## config.mk

```make
export PLATFORM = sky130hd
export DESIGN_NAME = repeat_and_burst_flood_detector_top
export DESIGN_NICKNAME = d
export VERILOG_FILES = /design/src/hw/rtl/rbfd_pkg.sv /design/src/hw/rtl/repeat_and_burst_flood_detector_top.sv /design/src/hw/rtl/rbfd_store.sv
export SDC_FILE = /design/constraint.sdc
export NUM_CORES = 2
export LEC_CHECK = 0
export BUFFER_PORTS_ARGS = -buffer_cell sky130_fd_sc_hd__buf_2
export CAP_MARGIN = 20
export CORE_MARGIN = 4
export CORE_UTILIZATION = 45
export DETAILED_ROUTE_END_ITERATION = 8
export PLACE_DENSITY = 0.72
export RECOVER_POWER = 50
export SLEW_MARGIN = 5
export SYNTH_ARGS = -nofsm -noshare
export SYNTH_HDL_FRONTEND = slang
export SYNTH_HIERARCHICAL = 1
export SYNTH_SLANG_ARGS = --single-unit
```

## constraint.sdc

```tcl
create_clock -name clk -period 14.65 [get_ports clk]
set_input_delay 0 -clock clk [delete_from_list [all_inputs] [get_ports clk]]
set_output_delay 0 -clock clk [all_outputs]
set_load 0.05 [all_outputs]
```

## src/hw/rtl/rbfd_pkg.sv

```systemverilog
package rbfd_pkg;

  typedef struct packed {
    logic [31:0] hash;
    logic [31:0] source;
    logic [31:0] stamp;
  } entry_t;

  localparam logic [1:0] VERDICT_NONE   = 2'd0;
  localparam logic [1:0] VERDICT_REPEAT = 2'd1;
  localparam logic [1:0] VERDICT_BURST  = 2'd2;

  localparam logic CMD_MESSAGE = 1'b0;
  localparam logic CMD_CLEAR   = 1'b1;

  localparam logic [1:0] REG_WINDOW_SECONDS = 2'd0;
  localparam logic [1:0] REG_MSG_COUNT      = 2'd1;
  localparam logic [1:0] REG_ENABLE         = 2'd2;

  localparam logic [15:0] WINDOW_SECONDS_RST = 16'd60;
  localparam logic [3:0]  MSG_COUNT_RST      = 4'd10;
  localparam logic        ENABLE_RST         = 1'b0;

endpackage

```

## src/hw/rtl/repeat_and_burst_flood_detector_top.sv

```systemverilog
// Flood detector for one chat channel.
// Items arrive on the in_ stream: tuser carries the command (message or clear),
// tdata carries timestamp, sender id, text hash and the privileged flag.
// Every input item produces exactly one result item on the out_ stream with
// the verdict (none, repeated text, single sender burst) and the fill level.
// Messages are kept in a circular window held in a small memory; after each
// push that needs a check one shared compare unit walks the held entries,
// one per cycle, over the window memory read port, then an evaluation step
// sets the verdict. A clear command, or a message that cannot be flagged,
// goes straight to the output register without a scan.
// The block accepts one item at a time and is ready again once the result
// is loaded into the output register.
// If the receiver stalls, the finished result waits in the output register;
// the block may accept the next item meanwhile but holds its own result
// until the register frees up.
// Reset empties the window and loads the register defaults (60 seconds,
// count 10, disabled). Registers are to be written over the APB port only
// while idle; this is a rule for the user, and the block itself does not
// enforce it.
module repeat_and_burst_flood_detector_top
  import rbfd_pkg::*;
#(
  parameter int WINDOW_DEPTH = 16
) (
  input  logic         clk,
  input  logic         rst_n,
  input  logic         in_tvalid,
  output logic         in_tready,
  input  logic [103:0] in_tdata,   // timestamp, source_id, message_hash, privileged
  input  logic         in_tuser,   // command
  output logic         out_tvalid,
  input  logic         out_tready,
  output logic [7:0]   out_tdata,  // verdict, fill_level
  input  logic         psel,
  input  logic         penable,
  input  logic         pwrite,
  input  logic [3:0]   paddr,
  input  logic [31:0]  pwdata,
  output logic [31:0]  prdata,
  output logic         pready
);

  localparam int AW = $clog2(WINDOW_DEPTH);
  localparam int CW = $clog2(WINDOW_DEPTH + 1);
  localparam int MW = (CW > 4) ? CW : 4;

  typedef enum logic [1:0] {S_IDLE, S_SCAN, S_EVAL, S_DONE} state_t;

  state_t        state_r;
  logic [15:0]   window_seconds_r;
  logic [3:0]    msg_count_r;
  logic          enable_r;
  logic [CW-1:0] fill_r;
  logic [AW-1:0] head_r;
  logic [AW-1:0] ptr_r;
  logic [31:0]   stamp_r;
  logic [31:0]   source_r;
  logic [31:0]   hash_r;
  logic [31:0]   oldest_r;
  logic [31:0]   first_r;
  logic          seen_r;
  logic [CW-1:0] iss_cnt_r;
  logic [CW-1:0] acc_cnt_r;
  logic          rd_vld_r;
  logic [CW-1:0] text_cnt_r;
  logic [CW-1:0] user_cnt_r;
  logic [1:0]    verdict_r;
  logic          out_valid_r;
  logic [1:0]    out_verdict_r;
  logic [4:0]    out_fill_r;

  logic          accept;
  logic          cfg_write;
  logic          drop;
  logic [AW-1:0] head_d;
  logic [CW-1:0] fill_d;
  logic [CW-1:0] fill_n;
  logic [AW-1:0] wr_addr;
  logic          wr_en;
  logic          do_check;
  logic          issue;
  entry_t        wr_data;
  entry_t        rd_data;
  logic [31:0]   span;
  logic [31:0]   user_age;
  logic [MW-1:0] half_count;

  function automatic logic [AW-1:0] wrap_idx(input logic [AW:0] a);
    logic [AW:0] r;
    r = a;
    if (a >= (AW+1)'(WINDOW_DEPTH)) begin
      r = a - (AW+1)'(WINDOW_DEPTH);
    end
    return r[AW-1:0];
  endfunction

  assign in_tready  = (state_r == S_IDLE);
  assign accept     = in_tvalid && in_tready;
  assign out_tvalid = out_valid_r;
  assign out_tdata  = {1'b0, out_fill_r, out_verdict_r};
  assign pready     = 1'b1;
  assign cfg_write  = psel && penable && pwrite && pready;

  always_comb begin
    unique case (paddr[3:2])
      REG_WINDOW_SECONDS: prdata = {16'd0, window_seconds_r};
      REG_MSG_COUNT:      prdata = {28'd0, msg_count_r};
      REG_ENABLE:         prdata = {31'd0, enable_r};
      default:            prdata = 32'd0;
    endcase
  end

  always_ff @(posedge clk) begin
    if (!rst_n) begin
      window_seconds_r <= WINDOW_SECONDS_RST;
      msg_count_r      <= MSG_COUNT_RST;
      enable_r         <= ENABLE_RST;
    end else if (cfg_write) begin
      unique case (paddr[3:2])
        REG_WINDOW_SECONDS: window_seconds_r <= pwdata[15:0];
        REG_MSG_COUNT:      msg_count_r      <= pwdata[3:0];
        REG_ENABLE:         enable_r         <= pwdata[0];
        default:            ;
      endcase
    end
  end

  always_comb begin
    drop     = (MW'(fill_r) > MW'(msg_count_r)) || (fill_r >= CW'(WINDOW_DEPTH));
    head_d   = drop ? wrap_idx({1'b0, head_r} + (AW+1)'(1)) : head_r;
    fill_d   = drop ? fill_r - CW'(1) : fill_r;
    fill_n   = fill_d + CW'(1);
    wr_addr  = wrap_idx({1'b0, head_d} + (AW+1)'(fill_d));
    wr_en    = accept && (in_tuser == CMD_MESSAGE);
    do_check = !in_tdata[96] && enable_r && (MW'(fill_n) >= MW'(msg_count_r))
               && (fill_n >= CW'(2));
    wr_data  = '{hash: in_tdata[95:64], source: in_tdata[63:32], stamp: in_tdata[31:0]};
    issue    = (state_r == S_SCAN) && (iss_cnt_r < fill_r);
    span       = stamp_r - oldest_r;
    user_age   = stamp_r - first_r;
    half_count = MW'(msg_count_r >> 1);
  end

  rbfd_store #(
    .DEPTH(WINDOW_DEPTH)
  ) u_store (
    .clk     (clk),
    .wr_en   (wr_en),
    .wr_addr (wr_addr),
    .wr_data (wr_data),
    .rd_addr (ptr_r),
    .rd_data (rd_data)
  );

  always_ff @(posedge clk) begin
    if (!rst_n) begin
      state_r     <= S_IDLE;
      fill_r      <= '0;
      head_r      <= '0;
      out_valid_r <= 1'b0;
      rd_vld_r    <= 1'b0;
      seen_r      <= 1'b0;
    end else begin
      if (out_valid_r && out_tready && (state_r != S_DONE)) begin
        out_valid_r <= 1'b0;
      end
      unique case (state_r)
        S_IDLE: begin
          if (accept) begin
            stamp_r    <= in_tdata[31:0];
            source_r   <= in_tdata[63:32];
            hash_r     <= in_tdata[95:64];
            iss_cnt_r  <= '0;
            acc_cnt_r  <= '0;
            text_cnt_r <= '0;
            user_cnt_r <= '0;
            seen_r     <= 1'b0;
            rd_vld_r   <= 1'b0;
            verdict_r  <= VERDICT_NONE;
            if (in_tuser == CMD_CLEAR) begin
              fill_r  <= '0;
              state_r <= S_DONE;
            end else begin
              fill_r  <= fill_n;
              head_r  <= head_d;
              ptr_r   <= head_d;
              state_r <= do_check ? S_SCAN : S_DONE;
            end
          end
        end
        S_SCAN: begin
          rd_vld_r <= issue;
          if (issue) begin
            ptr_r     <= wrap_idx({1'b0, ptr_r} + (AW+1)'(1));
            iss_cnt_r <= iss_cnt_r + CW'(1);
          end
          if (rd_vld_r) begin
            if (acc_cnt_r == '0) begin
              oldest_r <= rd_data.stamp;
            end
            if (rd_data.hash == hash_r) begin
              text_cnt_r <= text_cnt_r + CW'(1);
            end
            if (rd_data.source == source_r) begin
              user_cnt_r <= user_cnt_r + CW'(1);
              if (!seen_r) begin
                first_r <= rd_data.stamp;
                seen_r  <= 1'b1;
              end
            end
            acc_cnt_r <= acc_cnt_r + CW'(1);
            if (acc_cnt_r == fill_r - CW'(1)) begin
              state_r <= S_EVAL;
            end
          end
        end
        S_EVAL: begin
          priority if (span > {16'd0, window_seconds_r}) begin
            verdict_r <= VERDICT_NONE;
          end else if (MW'(text_cnt_r) > half_count) begin
            verdict_r <= VERDICT_REPEAT;
          end else if ((MW'(user_cnt_r) > half_count) &&
                       (user_age < {18'd0, window_seconds_r[15:2]})) begin
            verdict_r <= VERDICT_BURST;
          end else begin
            verdict_r <= VERDICT_NONE;
          end
          state_r <= S_DONE;
        end
        S_DONE: begin
          if (!out_valid_r || out_tready) begin
            out_valid_r   <= 1'b1;
            out_verdict_r <= verdict_r;
            out_fill_r    <= 5'(fill_r);
            state_r       <= S_IDLE;
          end
        end
        default: state_r <= S_IDLE;
      endcase
    end
  end

  a_busy_after_accept: assert property (@(posedge clk) disable iff (!rst_n)
    accept |=> !in_tready)
    else $error("block accepted a second item while busy");

  a_fill_bound: assert property (@(posedge clk) disable iff (!rst_n)
    fill_r <= CW'(WINDOW_DEPTH))
    else $error("window fill exceeds its depth");

  a_flag_needs_entries: assert property (@(posedge clk) disable iff (!rst_n)
    (out_valid_r && out_verdict_r != VERDICT_NONE) |-> (out_fill_r >= 5'd2))
    else $error("flag raised with fewer than two entries");

  a_flag_needs_enable: assert property (@(posedge clk) disable iff (!rst_n)
    $rose(out_valid_r) && out_verdict_r != VERDICT_NONE |-> enable_r)
    else $error("flag raised while disabled");

endmodule

```

## src/hw/rtl/rbfd_store.sv

```systemverilog
module rbfd_store
  import rbfd_pkg::*;
#(
  parameter int DEPTH = 16
) (
  input  logic                     clk,
  input  logic                     wr_en,
  input  logic [$clog2(DEPTH)-1:0] wr_addr,
  input  entry_t                   wr_data,
  input  logic [$clog2(DEPTH)-1:0] rd_addr,
  output entry_t                   rd_data
);

  entry_t mem [DEPTH];

  always_ff @(posedge clk) begin
    if (wr_en) begin
      mem[wr_addr] <= wr_data;
    end
    rd_data <= mem[rd_addr];
  end

endmodule
```

==> flow_metrics.py <==
metrics = {
    "routing": {
        "drtIter0Drc": 3780,
        "viasPerCell": 5.75,
        "vias": 37400,
        "route.detailed.drc": 0,
        "wl_per_cell_um": 25.1,
        "wl_met2_um": 80500,
        "postRouteAntennaNets": 0,
        "firstDrtPassIters": 5,
        "dr_wl_met3_um": 12300,
        "wirelength_um": 163000,
        "maxUsedRoutingLayer": "met5",
        "met1_length_um": 67000,
    },
    "place": {
        "dp_slack_ns": 8.82,
        "dpl.hpwl_um": 83200,
        "place_inst": 5982,
        "io_buffers": 147,
        "place_congestion": 0.821,
    },
    "clock_tree": {
        "numCtsBuffers": 180,
        "cts-htree-levels": 4,
        "clockBufferDepth": 3,
        "ctsResizeCount": 0,
        "cts_tree": "done",
        "cts-root-buf": "clkbuf_16",
        "path_clk_slew_ns": 0.06,
        "insertion_delay_ns": 0.79,
        "cts_sinks": 1860,
    },
    "critical_path": {
        "slowest_stage": "buf_4",
        "cpLargestDelayFamily": "buffers and inverters",
        "crit_buf_inv": 3,
        "cp-start-kind": "flop",
        "required_ns": 15.02,
        "critPathLaunch": "msg_count_r[1]",
        "cp_data_arrival_time_ns": 6.25,
        "path_cells": "inv_1 > ha_1 > nor2b_1 > o21a_1 > o21a_1 > o21ai_1 > nand2_1 > o21ai_1 > xor2_1 > ha_1 > nor2_1 > xnor2_1 > or3b_2 > nor3_2 > buf_4 > buf_4",
        "cp_slowest_stage_delay_ns": 0.92,
        "crit-reg2reg-launch": "msg_count_r[1]",
        "endpoint_kind": "flop",
        "cp_max_fo": 49,
        "path_class": "flop to flop",
    },
    "timing": {
        "finalHoldViolCount": 0,
        "finClkSkew_ns": 0.0458,
        "fin_crit_ns": 5.87,
        "slew_viol_final": 91,
        "tightest_slew_ns": 1.94,
        "relSlewSlack": -0.301,
        "rsz0062_at_grt": "no",
        "setup_ws_ns": 8.78,
        "setup_viol": 0,
        "clock.fmax_mhz": 170,
        "post-route-period-util": 0.401,
        "fin_setup_tns_ns": 0,
        "holdWs_ns": 0.116,
    },
    "yosys": {
        "syn_area_mm2": 0.0733,
        "synthFlopType": "edfxtp_1",
        "ys_ff_latch": 1860,
        "yosysSeqAreaShare": 0.744,
        "synth_edf_count": 1729,
        "yosys.area.top_type": "edfxtp_1",
        "yosysWarnings": 6,
        "synth-async-reset-ratio": 0,
        "synth_cells": 3794,
        "synth.distinct_cells": 82,
        "syn_area_per_cell_um2": 19.3,
        "synth.area.top_cells": "edfxtp_1 (71%), mux4_2 (12%), dfxtp_1 (3.6%), ha_1 (2.1%), a22oi_1 (2.0%)",
        "yosysTopAreaCellShare": 0.708,
    },
    "finish": {
        "seqCellArea_mm2": 0.0545,
        "fill_cells": 12400,
        "stdcell_count": 6500,
        "final_nets": 4444,
        "area_growth_pct": 14.6,
        "drive_gt1_frac": 0.179,
        "multi_input_area_mm2": 0.0175,
    },
    "global_route": {
        "overflow": 0,
        "grt_pass1_vias": 38100,
        "antenna_found_initial": 22,
        "track_usage": 0.193,
        "grt_pass1_wl_um": 245000,
        "grt_max_degree": 138,
    },
    "die": {
        "die_h_um": 412,
        "core_area_mm2": 0.161,
        "dieArea_mm2": 0.169,
        "rows": 147,
        "start_util": 0.455,
        "die_w_um": 412,
        "io_pins": 191,
    },
    "power": {
        "ir_drop_mv": 0.0978,
        "p_per_area_mw_per_mm2": 146,
        "total_power_uw": 12300,
        "p_leak_uw": 0.0272,
    },
    "outcome": {
        "violations": "max-capacitance violations, max-slew violations",
        "status": "finished, violations left",
    },
    "worst_hold_path": {
        "hp-start": "out_tready",
        "hold_class": "input port to flop",
    },
    "run": {
        "drv_cap": 3,
    },
}
[path summary, 6_finish.rpt]
kind,to,slack (ns),depth (start not counted)
worst max-delay path,u_store/mem[0][49],8.78,16
worst max register to register,u_store/mem[0][49],8.78,16
worst min register to register,out_verdict_r[1],0.42,0
worst min-delay path,out_tvalid,0.12,5
[cell usage after synthesis, types with 47 or more instances]
cell      number
a22oi_1      195
clkbuf_1      76
xnor2_1      112
nor2_1        81
o21ai_0       47
ha_1         124
mux4_2       384
dfxtp_1      131
inv_1        114
edfxtp_1    1729
a21oi_1       86
nand2_1      189
[power breakdown]
part	leakage (uW)	switching, uW	internal, uW
Sequential	0.0167	112	6040
Clock	0.00295	1960	2640
Combinational	0.00762	866	638
Total	0.0272	2940	9320
[per-layer routing]
metal / vias up / GRT usage
li1: 16100 / -
met1: 19500 / 0.268
met2: 1502 / 0.318
met3: 256 / 0.0355
met4: 14 / 0.0473
met5: - / 0
[repair_timing]
action,CTS,global route
endpoints found under the hold margin,1708,0
hold buffers,165,0
buffers inserted,0,0
[through the flow]
step / util / cell area, um2
after floorplan: - / 73400
after global placement: 0.474 / 76500
after detailed placement: 0.474 / 76500
after CTS: 0.522 / 84100
after global routing: 0.521 / 84000
final: 0.521 / 84000
[layout by cell type (no fill, tap or decap), types with 25 or more instances in the layout]
master         instances
edfxtp_1            1729
mux4_2               384
a22oi_1              195
nand2_1              189
clkbuf_16            183
dlygate4sd3_1        165
clkbuf_1             164
dfxtp_1              131
ha_1                 124
inv_1                114
xnor2_1              112
a21oi_1               86
nor2_1                67
o21ai_0               47
nand4_1               42
buf_4                 38
xor2_1                36
nand3_1               36
clkinv_2              36
nor3_1                32
clkinv_1              31
buf_2                 25
[cell type report]
cell class	instances	area share
inverters	116	0.00518
multi-input cells	1649	0.209
well taps	2160	0.0322
clock buffers	245	0.0599
repair buffers	363	0.0326
clock inverters	96	0.0120
diodes	11	0.000328
flip-flops and latches	1860	0.649
[worst min-delay path, cell delays in order]
cell           delay (ns)
dlygate4sd3_1        0.52
buf_2                0.10
nor2b_1              0.07
nor2_1               0.11
nor2_1               0.05
[state kept, by name, indices dropped and copies added, names as in the netlist, 16 cells and up]
name,count
u_store/mem,1536
u_store/rd_data,96
first_r,32
hash_r,32
oldest_r,32
source_r,32
stamp_r,32
window_seconds_r,16
[logic make-up (layout without fill, tap and decap cells)]
family / Yosys count / in the layout / share of synthesized area
AND/OR/NAND/NOR: 493 / 493 / 0.0326
XOR/XNOR: 149 / 149 / 0.0179
other: 2 / 29 / 0.000102
multiplexers: 401 / 401 / 0.120
adder cells (fa/ha/maj): 127 / 127 / 0.0218
buffers and inverters: 301 / 820 / 0.0199
flip-flops: 1860 / 1860 / 0.744
AO/OA/AOI/OAI: 461 / 461 / 0.0435
Note: power is estimated with default switching activity, not from simulation.
